File: src/sv/crmf_pkg.sv
`timescale 1ns / 1ps
// crmf_pkg: shared types, constants and helpers for the can rx mailbox filter
// no dependencies; imported by every module of the block
package crmf_pkg;

  localparam int MAX_ENTRIES = 6;
  localparam int ENT_W = 3;
  localparam int ENTRY_W = 31;
  localparam int IDENT_W = 29;
  localparam int CFG_ADDR_W = 5;
  localparam int REG_IDX_W = 3;

  localparam logic [ENTRY_W-1:0] ENTRY_RESET = 31'h4000_0000;
  localparam logic [31:0] TIMEOUT_RESET = 32'd1000;

  localparam int WORD_TX_BIT = 30;
  localparam int WORD_EXT_BIT = 29;
  localparam int IDE_BIT = 19;
  localparam logic [3:0] LEN_MAX = 4'd8;

  localparam logic [REG_IDX_W-1:0] REG_TIMEOUT = 3'd6;

  localparam logic [1:0] OP_FRAME = 2'd0;
  localparam logic [1:0] OP_SWEEP = 2'd1;
  localparam logic [1:0] OP_READ = 2'd2;
  localparam logic [1:0] OP_UNUSED = 2'd3;

  typedef struct packed {
    logic [1:0] op;
    logic [31:0] raw_ident;
    logic [3:0] frame_length;
    logic [63:0] frame_payload;
    logic [31:0] now_time;
    logic [2:0] entry_select;
    logic clear_flags;
  } item_t;

  typedef struct packed {
    logic [5:0] match_mask;
    logic [IDENT_W-1:0] decoded_ident;
    logic ident_extended;
    logic [5:0] new_flags;
    logic [5:0] overrun_flags;
    logic [5:0] timeout_flags;
    logic [63:0] read_payload;
    logic [3:0] read_length;
    logic [31:0] read_stamp;
  } result_t;

  typedef logic [MAX_ENTRIES-1:0][ENTRY_W-1:0] entry_words_t;

  // byte enables for a stored length of at most eight
  function automatic logic [63:0] byte_mask(input logic [3:0] len);
    logic [63:0] m;
    m = '0;
    for (int b = 0; b < 8; b++) begin
      if (4'(b) < len) begin
        m[8*b +: 8] = 8'hFF;
      end
    end
    return m;
  endfunction

endpackage

File: src/sv/can_rx_mailbox_filter.sv
`timescale 1ns / 1ps
// can_rx_mailbox_filter: can receive filter with mailboxes, top level
// flow: an accepted beat goes through ST_WALK, ST_DONE and the output register; frame and sweep
// beats walk every table entry, read and unused-op beats visit no entry; one beat in flight, the next
// is accepted only back in ST_IDLE; the single entry unit visits one table entry per cycle
// reset: synchronous active low; flags, mailboxes cleared, config regs to defaults
module can_rx_mailbox_filter
  import crmf_pkg::*;
#(
  parameter int TABLE_ENTRIES = MAX_ENTRIES
) (
  input  logic                  clk,
  input  logic                  rst_n,
  input  logic                  in_valid,
  output logic                  in_stall,
  input  item_t                 in_data,
  output logic                  out_valid,
  input  logic                  out_stall,
  output result_t               out_data,
  input  logic                  psel,
  input  logic                  penable,
  input  logic                  pwrite,
  input  logic [CFG_ADDR_W-1:0] paddr,
  input  logic [31:0]           pwdata,
  output logic [31:0]           prdata,
  output logic                  pready
);

  localparam int IDX_W = (TABLE_ENTRIES > 1) ? $clog2(TABLE_ENTRIES) : 1;
  localparam logic [IDX_W-1:0] LAST_IDX = IDX_W'(TABLE_ENTRIES - 1);

  typedef enum logic [2:0] {
    ST_IDLE = 3'b001,
    ST_WALK = 3'b010,
    ST_DONE = 3'b100
  } state_t;

  state_t state_r, state_nxt;
  item_t item_r, item_nxt;
  logic [IDENT_W-1:0] ident_r, ident_nxt;
  logic ext_r, ext_nxt;
  logic [3:0] len_r, len_nxt;
  logic [IDX_W-1:0] idx_r, idx_nxt;
  logic [TABLE_ENTRIES-1:0] match_r, match_nxt;
  logic [TABLE_ENTRIES-1:0] fresh_r, fresh_nxt;
  logic [TABLE_ENTRIES-1:0] ovr_r, ovr_nxt;
  logic [TABLE_ENTRIES-1:0] stale_r, stale_nxt;
  logic [63:0] rd_pay_r, rd_pay_nxt;
  logic [3:0] rd_len_r, rd_len_nxt;
  logic [31:0] rd_stamp_r, rd_stamp_nxt;
  logic out_valid_r, out_valid_nxt;
  result_t out_r, out_nxt;

  entry_words_t entry_words;
  logic [31:0] timeout_ticks;
  logic in_accept;
  logic sel_ok;
  logic [IDX_W-1:0] sel_idx;
  logic [IDX_W-1:0] mb_addr;
  logic mb_wr;
  logic [63:0] mb_rd_payload;
  logic [3:0] mb_rd_length;
  logic [31:0] mb_rd_stamp;
  logic unit_hit, unit_late;
  logic in_ext;
  logic [IDENT_W-1:0] in_ident;
  result_t result;

  crmf_cfg_regs u_cfg (
    .clk          (clk),
    .rst_n        (rst_n),
    .psel         (psel),
    .penable      (penable),
    .pwrite       (pwrite),
    .paddr        (paddr),
    .pwdata       (pwdata),
    .prdata       (prdata),
    .pready       (pready),
    .entry_words  (entry_words),
    .timeout_ticks(timeout_ticks)
  );

  crmf_entry_unit u_unit (
    .entry_word   (entry_words[ENT_W'(idx_r)]),
    .ident        (ident_r),
    .ext          (ext_r),
    .stamp        (mb_rd_stamp),
    .timeout_ticks(timeout_ticks),
    .now_time     (item_r.now_time),
    .hit          (unit_hit),
    .late         (unit_late)
  );

  crmf_mailbox #(
    .TABLE_ENTRIES(TABLE_ENTRIES),
    .IDX_W        (IDX_W)
  ) u_mailbox (
    .clk       (clk),
    .rst_n     (rst_n),
    .addr      (mb_addr),
    .wr_en     (mb_wr),
    .wr_payload(item_r.frame_payload),
    .wr_mask   (byte_mask(len_r)),
    .wr_length (len_r),
    .wr_stamp  (item_r.now_time),
    .rd_payload(mb_rd_payload),
    .rd_length (mb_rd_length),
    .rd_stamp  (mb_rd_stamp)
  );

  assign in_stall = (state_r != ST_IDLE);
  assign in_accept = in_valid && !in_stall;
  assign out_valid = out_valid_r;
  assign out_data = out_r;

  assign sel_ok = item_r.entry_select < ENT_W'(TABLE_ENTRIES);
  assign sel_idx = item_r.entry_select[IDX_W-1:0];
  assign mb_addr = (item_r.op == OP_READ) ? sel_idx : idx_r;
  assign mb_wr = (state_r == ST_WALK) && (item_r.op == OP_FRAME) && unit_hit;

  // identifier decode from the idr image
  assign in_ext = in_data.raw_ident[IDE_BIT];
  assign in_ident = in_ext ? {in_data.raw_ident[31:21], in_data.raw_ident[18:1]}
                           : IDENT_W'(in_data.raw_ident[31:21]);

  always_comb begin
    result = '0;
    if (item_r.op == OP_FRAME) begin
      result.decoded_ident = ident_r;
      result.ident_extended = ext_r;
    end
    for (int i = 0; i < TABLE_ENTRIES; i++) begin
      result.match_mask[i] = match_r[i];
      result.new_flags[i] = fresh_r[i];
      result.overrun_flags[i] = ovr_r[i];
      result.timeout_flags[i] = stale_r[i];
    end
    result.read_payload = rd_pay_r;
    result.read_length = rd_len_r;
    result.read_stamp = rd_stamp_r;
  end

  always_comb begin
    state_nxt = state_r;
    item_nxt = item_r;
    ident_nxt = ident_r;
    ext_nxt = ext_r;
    len_nxt = len_r;
    idx_nxt = idx_r;
    match_nxt = match_r;
    fresh_nxt = fresh_r;
    ovr_nxt = ovr_r;
    stale_nxt = stale_r;
    rd_pay_nxt = rd_pay_r;
    rd_len_nxt = rd_len_r;
    rd_stamp_nxt = rd_stamp_r;
    out_nxt = out_r;
    out_valid_nxt = out_valid_r && out_stall;

    case (state_r)
      ST_IDLE: begin
        if (in_accept) begin
          item_nxt = in_data;
          ident_nxt = in_ident;
          ext_nxt = in_ext;
          len_nxt = (in_data.frame_length > LEN_MAX) ? LEN_MAX : in_data.frame_length;
          idx_nxt = '0;
          match_nxt = '0;
          rd_pay_nxt = '0;
          rd_len_nxt = '0;
          rd_stamp_nxt = '0;
          state_nxt = ST_WALK;
        end
      end
      ST_WALK: begin
        case (item_r.op)
          OP_FRAME: begin
            if (unit_hit) begin
              match_nxt[idx_r] = 1'b1;
              if (fresh_r[idx_r]) begin
                ovr_nxt[idx_r] = 1'b1;
              end else begin
                fresh_nxt[idx_r] = 1'b1;
              end
            end
            idx_nxt = idx_r + 1'b1;
            if (idx_r == LAST_IDX) begin
              state_nxt = ST_DONE;
            end
          end
          OP_SWEEP: begin
            stale_nxt[idx_r] = unit_late;
            idx_nxt = idx_r + 1'b1;
            if (idx_r == LAST_IDX) begin
              state_nxt = ST_DONE;
            end
          end
          OP_READ: begin
            if (sel_ok) begin
              rd_pay_nxt = mb_rd_payload;
              rd_len_nxt = mb_rd_length;
              rd_stamp_nxt = mb_rd_stamp;
              if (item_r.clear_flags) begin
                fresh_nxt[sel_idx] = 1'b0;
                ovr_nxt[sel_idx] = 1'b0;
              end
            end
            state_nxt = ST_DONE;
          end
          default: begin
            state_nxt = ST_DONE;
          end
        endcase
      end
      ST_DONE: begin
        if (!out_valid_r || !out_stall) begin
          out_nxt = result;
          out_valid_nxt = 1'b1;
          state_nxt = ST_IDLE;
        end
      end
      default: begin
        state_nxt = ST_IDLE;
      end
    endcase
  end

  always_ff @(posedge clk) begin
    if (!rst_n) begin
      state_r <= ST_IDLE;
      out_valid_r <= 1'b0;
      fresh_r <= '0;
      ovr_r <= '0;
      stale_r <= '0;
      idx_r <= '0;
      match_r <= '0;
    end else begin
      state_r <= state_nxt;
      out_valid_r <= out_valid_nxt;
      fresh_r <= fresh_nxt;
      ovr_r <= ovr_nxt;
      stale_r <= stale_nxt;
      idx_r <= idx_nxt;
      match_r <= match_nxt;
    end
  end

  always_ff @(posedge clk) begin
    item_r <= item_nxt;
    ident_r <= ident_nxt;
    ext_r <= ext_nxt;
    len_r <= len_nxt;
    rd_pay_r <= rd_pay_nxt;
    rd_len_r <= rd_len_nxt;
    rd_stamp_r <= rd_stamp_nxt;
    out_r <= out_nxt;
  end

  a_state_onehot: assert property (@(posedge clk) disable iff (!rst_n)
    $onehot(state_r))
    else $error("state register not one-hot");

  a_accept_walk: assert property (@(posedge clk) disable iff (!rst_n)
    in_accept |=> state_r == ST_WALK)
    else $error("accepted beat did not start the entry walk");

  a_overrun_needs_new: assert property (@(posedge clk) disable iff (!rst_n)
    (ovr_r & ~fresh_r) == '0)
    else $error("overrun flag set without new flag");

  a_idx_range: assert property (@(posedge clk) disable iff (!rst_n)
    state_r == ST_WALK |-> idx_r <= LAST_IDX)
    else $error("entry index past table end");

  a_match_frame_only: assert property (@(posedge clk) disable iff (!rst_n)
    (state_r == ST_DONE) && (item_r.op != OP_FRAME) |-> match_r == '0)
    else $error("match mask set on a non-frame beat");

endmodule

File: src/sv/crmf_cfg_regs.sv
`timescale 1ns / 1ps
// crmf_cfg_regs: apb register file with the six filter entry words and the timeout
// depends on crmf_pkg
module crmf_cfg_regs
  import crmf_pkg::*;
(
  input  logic                  clk,
  input  logic                  rst_n,
  input  logic                  psel,
  input  logic                  penable,
  input  logic                  pwrite,
  input  logic [CFG_ADDR_W-1:0] paddr,
  input  logic [31:0]           pwdata,
  output logic [31:0]           prdata,
  output logic                  pready,
  output entry_words_t          entry_words,
  output logic [31:0]           timeout_ticks
);

  entry_words_t entry_words_r;
  logic [31:0] timeout_r;
  logic [REG_IDX_W-1:0] reg_idx;
  logic wr_en;

  assign pready = 1'b1;
  assign reg_idx = paddr[CFG_ADDR_W-1:2];
  assign wr_en = psel && penable && pwrite;

  always_ff @(posedge clk) begin
    if (!rst_n) begin
      for (int i = 0; i < MAX_ENTRIES; i++) begin
        entry_words_r[i] <= ENTRY_RESET;
      end
      timeout_r <= TIMEOUT_RESET;
    end else if (wr_en) begin
      if (reg_idx < REG_IDX_W'(MAX_ENTRIES)) begin
        entry_words_r[reg_idx] <= pwdata[ENTRY_W-1:0];
      end else if (reg_idx == REG_TIMEOUT) begin
        timeout_r <= pwdata;
      end
    end
  end

  always_comb begin
    prdata = '0;
    if (reg_idx < REG_IDX_W'(MAX_ENTRIES)) begin
      prdata = {1'b0, entry_words_r[reg_idx]};
    end else if (reg_idx == REG_TIMEOUT) begin
      prdata = timeout_r;
    end
  end

  assign entry_words = entry_words_r;
  assign timeout_ticks = timeout_r;

endmodule

File: src/sv/crmf_entry_unit.sv
`timescale 1ns / 1ps
// crmf_entry_unit: shared per-entry unit, identifier compare and stamp timeout check
// depends on crmf_pkg
module crmf_entry_unit
  import crmf_pkg::*;
(
  input  logic [ENTRY_W-1:0] entry_word,
  input  logic [IDENT_W-1:0] ident,
  input  logic               ext,
  input  logic [31:0]        stamp,
  input  logic [31:0]        timeout_ticks,
  input  logic [31:0]        now_time,
  output logic               hit,
  output logic               late
);

  logic [31:0] limit;

  assign hit = !entry_word[WORD_TX_BIT] && (entry_word[WORD_EXT_BIT] == ext) &&
               (entry_word[IDENT_W-1:0] == ident);

  // 32-bit wrap on the limit
  assign limit = stamp + timeout_ticks;
  assign late = now_time > limit;

endmodule

File: src/sv/crmf_mailbox.sv
`timescale 1ns / 1ps
// crmf_mailbox: per-entry payload, length and stamp store with byte-masked update
// depends on crmf_pkg
module crmf_mailbox
  import crmf_pkg::*;
#(
  parameter int TABLE_ENTRIES = MAX_ENTRIES,
  parameter int IDX_W = 3
) (
  input  logic             clk,
  input  logic             rst_n,
  input  logic [IDX_W-1:0] addr,
  input  logic             wr_en,
  input  logic [63:0]      wr_payload,
  input  logic [63:0]      wr_mask,
  input  logic [3:0]       wr_length,
  input  logic [31:0]      wr_stamp,
  output logic [63:0]      rd_payload,
  output logic [3:0]       rd_length,
  output logic [31:0]      rd_stamp
);

  logic [63:0] payload_r [TABLE_ENTRIES];
  logic [3:0] length_r [TABLE_ENTRIES];
  logic [31:0] stamp_r [TABLE_ENTRIES];

  assign rd_payload = payload_r[addr];
  assign rd_length = length_r[addr];
  assign rd_stamp = stamp_r[addr];

  always_ff @(posedge clk) begin
    if (!rst_n) begin
      for (int i = 0; i < TABLE_ENTRIES; i++) begin
        payload_r[i] <= '0;
        length_r[i] <= '0;
        stamp_r[i] <= '0;
      end
    end else if (wr_en) begin
      // bytes past the new length keep their old contents
      payload_r[addr] <= (payload_r[addr] & ~wr_mask) | (wr_payload & wr_mask);
      length_r[addr] <= wr_length;
      stamp_r[addr] <= wr_stamp;
    end
  end

endmodule
File: config.mk
export PLATFORM = sky130hd
export DESIGN_NAME = can_rx_mailbox_filter
export DESIGN_NICKNAME = d
export VERILOG_FILES = /design/src/sv/crmf_pkg.sv /design/src/sv/can_rx_mailbox_filter.sv /design/src/sv/crmf_cfg_regs.sv /design/src/sv/crmf_entry_unit.sv /design/src/sv/crmf_mailbox.sv
export SDC_FILE = /design/constraint.sdc
export NUM_CORES = 2
export LEC_CHECK = 0
export BUFFER_PORTS_ARGS = -buffer_cell sky130_fd_sc_hd__buf_2
export CAP_MARGIN = 10
export CORE_UTILIZATION = 60
export DETAILED_ROUTE_END_ITERATION = 16
export PLACE_DENSITY = 0.81
export SLEW_MARGIN = 20
export SYNTH_ARGS = -nofsm -noshare
export SYNTH_HDL_FRONTEND = slang
export SYNTH_SLANG_ARGS = --single-unit
export TNS_END_PERCENT = 20
File: constraint.sdc
create_clock -name clk -period 20 [get_ports clk]
set_clock_uncertainty 0.2 [all_clocks]
set_input_delay 6 -clock clk [delete_from_list [all_inputs] [get_ports clk]]
set_output_delay 6 -clock clk [all_outputs]
set_load 0.005 [all_outputs]
# Yosys cells after proc, flatten, opt, wreduce, memory -nomap -nowiden
# Memory sizes are Yosys's and may differ from the RTL's.
# Cells that the tools add are included.
[totals]
register_bits = 639
ram_bits = 600
input_bits = 182
out_inout_bits = 189
elab_cells = 201
memories = 3
[classes]
add_sub_neg = 2
magnitude_cmp = 18
eq_ne = 23
mux = 75
bitwise_logic = 11
n_reduce_logical = 34
[memory_table]
columns = ["memory", "words", "word_bits", "read_ports", "rd_ports_with_merged_regs", "wr", "line", "text"]
rows = [
  ["u_mailbox.payload_r", 6, 64, 1, 0, 6, "crmf_mailbox.sv:23", "logic [63:0] payload_r [TABLE_ENTRIES];"],
  ["u_mailbox.stamp_r", 6, 32, 1, 0, 6, "crmf_mailbox.sv:25", "logic [31:0] stamp_r [TABLE_ENTRIES];"],
  ["u_mailbox.length_r", 6, 4, 1, 0, 6, "crmf_mailbox.sv:24", "logic [3:0] length_r [TABLE_ENTRIES];"],
]
[op_table]
columns = ["operator", "count"]
rows = [
  ["$mux W64", 4],
  ["$mux W32", 6],
  ["$bmux W31 S3", 2],
  ["$bwmux W186", 1],
  ["$and A64 B64 Y64", 2],
  ["$pmux W64 S2", 1],
  ["$demux W31 S3", 1],
  ["$mux W31", 3],
  ["$mux W6", 11],
  ["$mux W8", 8],
  ["$not A64 Y64", 1],
  ["$or A64 B64 Y64", 1],
  ["$pmux W32 S2", 1],
  ["$reduce_or A64 Y1", 1],
  ["$pmux W6 S2", 3],
  ["$add A32 B32 Y32", 1],
  ["$gt A32 B32 Y1", 1],
  ["$reduce_or A32 Y1", 1],
  ["$mux W3", 10],
  ["$eq A29 B29 Y1", 1],
  ["$ne A2 B2 Y1 const B", 10],
  ["$or A6 B6 Y6", 3],
  ["$lt A3 B4 Y1 const A", 4],
  ["$mux W4", 4],
  ["other kinds (38)", 82],
]

# Depth between registers and ports, before layout
[depth]
ltp_word = 11
mapped_depth = 29
depth_no_buf = 24

# Modules after synthesis
# A second synthesis with hierarchy kept.
[hier_totals]
hier_cells = 4878
area_unflattened_um2 = 63783.7
[by_module_without_submodules]
columns = ["mod", "instances", "cells_per_inst", "area_per_inst_um2", "seq_area_each_um2"]
rows = [
  ["crmf_mailbox", 1, 2651, 35856.9, 24023.0],
  ["can_rx_mailbox_filter", 1, 895, 15356.0, 12331.8],
  ["crmf_cfg_regs", 1, 981, 9867.0, 4364.2],
  ["crmf_entry_unit", 1, 351, 2703.8, 0.0],
]

# Least setup slack after synthesis
# Ideal clock, no wire load.
[synth_timing]
kind = "input port to flip-flop"
startpoint = "input rst_n"
endpoint = "memory u_mailbox.length_r[6][0], enable pin"
setup_time_ns = 0.804
t_arrival_ns = 16.034
t_required_ns = 18.996
slack_ns = 2.962
stages = 4
n_path_buf = 2
cell_sequence = "nand4_1 -> clkbuf_1 -> clkbuf_1 -> nor4_1"
[synth_lines]
columns = ["element", "line", "text"]
rows = [
  ["start: declaration", "can_rx_mailbox_filter.sv:13", "input logic rst_n,"],
  ["end: declaration", "crmf_mailbox.sv:24", ""],
]

# Final worst setup path
[layout_timing]
startpoint = "input paddr[3]"
endpoint = "output prdata[28]"
[layout_via]
elab_chain_len = 3
word_cells_on_any_way = 6
classes_between = "order compare (1); eq/ne (1); mux (4)"
[layout_lines]
columns = ["element", "line", "text"]
rows = [
  ["start: declaration", "can_rx_mailbox_filter.sv:23", "input logic [CFG_ADDR_W-1:0] paddr,"],
  ["$bmux W31 S3 / $eq A3 B3 Y1 (equally long branches)", "crmf_cfg_regs.sv:47, crmf_cfg_regs.sv:48", ""],
  ["$mux W31 (not written as such) / $mux W32 (equally long branches)", "crmf_cfg_regs.sv:47, crmf_cfg_regs.sv:48", ""],
  ["$mux W32 (*)", "crmf_cfg_regs.sv:46", "if (reg_idx < REG_IDX_W'(MAX_ENTRIES)) begin"],
  ["end: declaration", "can_rx_mailbox_filter.sv:25", "output logic [31:0] prdata,"],
]
# Every way passes the cells marked *; elsewhere a longest branch is shown, timed or not. The select of a mux whose other input is x is not followed.

==> results_dict.tcl <==
set metrics [dict create \
    outcome "finished, final reports clean" \
    crit_slowest_cell "buf_4" \
    synth_most_common_cell "edfxtp_1" \
    period_share_pct 73.0 \
    async_reset_ff_share_pct 0 \
    grt_pass1_vias 41028 \
    antenna_found_initial 11 \
    clk_latency_ns 0.77 \
    path_max_fanout 63 \
    ctsResizeCount 0 \
    path_cells "buf_2, buf_4, nor2b_1, buf_4, a21oi_1, o21ai_0, buf_2" \
    synth_seq_cells 1439 \
    finalSetupViolCount 0 \
    area_growth_pct 12.5 \
    cts_setup_buffers 0 \
    cp_num_buf_inv 4 \
    synth-edff-count 1190 \
    cts.path.max_buffers 3 \
    period_needed_ns 14.61 \
    start_util_pct 60.8 \
    required_ns 13.80 \
    synth-warning-count 0 \
    grt_usage_pct 33.1 \
    final_nets 5094 \
    cp.arrival_ns 8.41 \
    port_buffers 365 \
    dpl.hpwl_um 101000 \
    setup_tns_ns 0 \
    rsz0062_at_grt "no" \
    cts_tree "built" \
    die_h_um 324 \
    synth_cells 4584 \
    synthFlopType "edfxtp_1" \
    synth_area_leader_cell "edfxtp_1" \
    grt_pass1_wl_um 255000 \
    cp_slowest_stage_delay_ns 0.70 \
    gp_congestion 0.965 \
    min_path_type "flip-flop to flip-flop" \
    synthesis.nets 4832 \
    avgSynthCellArea_sq_um 13.6 \
    ios 371 \
    yosysUniqueCellTypes 81 \
    synth_commonest_cells "1190 x edfxtp_1, 601 x nand2_1, 474 x nor2_1" \
    cts.clk_slew.worst_paths_ns 0.06 \
    clockRootBuffer "clkbuf_16" \
    p_leak_nw 24.3 \
    hold_viol 0 \
    p_per_area_mw_per_mm2 95.8 \
    yosysSeqAreaShare_pct 65.4 \
    syn_area_sq_mm 0.0623 \
    vias 41674 \
    yosys-top-cells-area "edfxtp_1 57%, mux4_2 8.4%, dfxtp_1 8.0%" \
    fmax_ghz 0.0685 \
    cts_inserted_buffers 144 \
    gr-total-overflow 0 \
    routed_via_density 6.57 \
    drt-initial-drc-count 5208 \
    die_w_um 324 \
    holdBufCountCts 0 \
    cap_violations 0 \
    start_kind "primary input" \
    routedWlPerCell_um 27.5 \
    fp.dieArea_sq_mm 0.105 \
    tightest_slew_ns 1.24 \
    drtPass1Iterations 6 \
    endpoint_kind "output pin" \
    cpLargestDelayFamily "buffers and inverters" \
    crit_type "primary input to output pin" \
    maxSlewViolCount 0 \
    fp-row-count 117 \
    htree_levels 4 \
    drive_gt1_share_pct 20.5 \
    synth_top_area_share_pct 57.4 \
    hold_ws_ns 0.210 \
    grt_max_degree 178 \
    cts.sinks 1439 \
    relSlewSlack_pct 17.6 \
    remaining_drc_errors 0 \
    wirelength_um 174000 \
    irDropWorstVdd_mv 0.0831 \
    antenna_left 0 \
    core_sq_mm 0.102 \
]
## final timing paths
path                                    start                       to  slack [ns]  cells past startpoint
setup reg to reg        idx_r[1]$_SDFFE_PN0P_  stale_r[0]$_SDFFE_PN0P_       11.18                     28
hold / removal    rd_stamp_r[4]$_SDFFCE_PN0P_    out_data[4]$_DFFE_PP_        0.21                      0
setup / recovery                     paddr[3]               prdata[28]        5.39                      7
hold reg to reg   rd_stamp_r[4]$_SDFFCE_PN0P_    out_data[4]$_DFFE_PP_        0.21                      0
## registers in the layout, summed over array words and instances (netlist names), 3 cells and up
signal               cells
u_cfg.entry_words      186
fresh_r                  6
u_cfg.timeout_ticks     32
out_data               154
match_r                  6
sel_idx                  3
ident_r                 29
idx_r                    3
rd_len_r                 4
u_mailbox.length_r      32
u_mailbox.payload_r    512
state_r                  3
len_r                    4
u_mailbox.stamp_r      256
item_r                  99
ovr_r                    6
rd_pay_r                64
stale_r                  6
rd_stamp_r              32
## metal layers
metal / up-vias / GRT usage [%] / routed length, um
met5: - / 0 / 17
met4: 2 / 19.9 / 10400
met3: 550 / 8.08 / 21400
met2: 2946 / 50.8 / 80400
met1: 20477 / 43.1 / 62200
li1: 17699 / - / -
## layout make-up
type	count	area, sq um
Tap cell	1368	1710
Sequential cell	1439	40700
Timing Repair Buffer	439	2440
Clock inverter	83	825
Inverter	31	121
Antenna cell	13	32.5
Clock buffer	177	3800
Fill cell	6586	32300
Multi-Input combinational cell	2791	20400
## cells by family after synthesis
| logic type | after synthesis | synth area share (%) |
|---|---|---|
| mux | 450 | 12.1 |
| flops | 1439 | 65.4 |
| fa+ha+maj | 66 | 1.34 |
| buf+inv | 354 | 2.30 |
| compound gates | 590 | 6.34 |
| simple gates | 1639 | 11.9 |
| other cells | 1 | 0.00602 |
| xor+xnor | 45 | 0.633 |
## worst reg2reg max path: cells and delay by family, from the launching register on
family / cells / cell delay, ns
buffers and inverters: 5 / 2.20
AND/OR/NAND/NOR: 8 / 1.97
multiplexers: 2 / 0.89
AO/OA/AOI/OAI: 10 / 2.19
flip-flops: 1 / 0.31
adder cells (fa/ha/maj): 3 / 0.92
## cell usage in the layout, fill, tap and decap left out, drive strengths merged, types with 23 or more instances in the layout
cell    count
buf       438
mux4      232
nor2b      52
nor4       79
mux2i     144
a21boi    211
nor3      226
nor2      493
a22oi      23
clkinv     62
ha         65
edfxtp   1190
nand3      37
xnor2      30
o21ai     115
clkbuf    178
a21o       29
mux2       74
inv        34
dfxtp     249
nand2     602
a21oi     101
and2       56
## power by group
group          total (mW)  switching (mW)  internal, mW  leakage (nW)
registers            3.43          0.0688          3.37          13.2
clock network        2.66            1.18          1.48          2.23
logic               0.611           0.399         0.212          8.83
total                6.71            1.65          5.06          24.3
## through the flow
stage / power (mW) / setup slack (ns) / util, % / std cells / cell area, sq um
6_report: 6.71 / 5.39 / 68.4 / 6341 / 70000
5_1_grt: 6.87 / 5.32 / 68.4 / 6332 / 70000
4_1_cts: 6.71 / 5.51 / 68.4 / 6328 / 70000
3_5_place_dp: 4.09 / 5.50 / 63.9 / 6068 / 65400
3_3_place_gp: 4.07 / 5.52 / 63.9 / 6068 / 65400
2_1_floorplan: 3.88 / 2.96 / - / 4584 / 62300
Power figures use the tool's default switching activity.
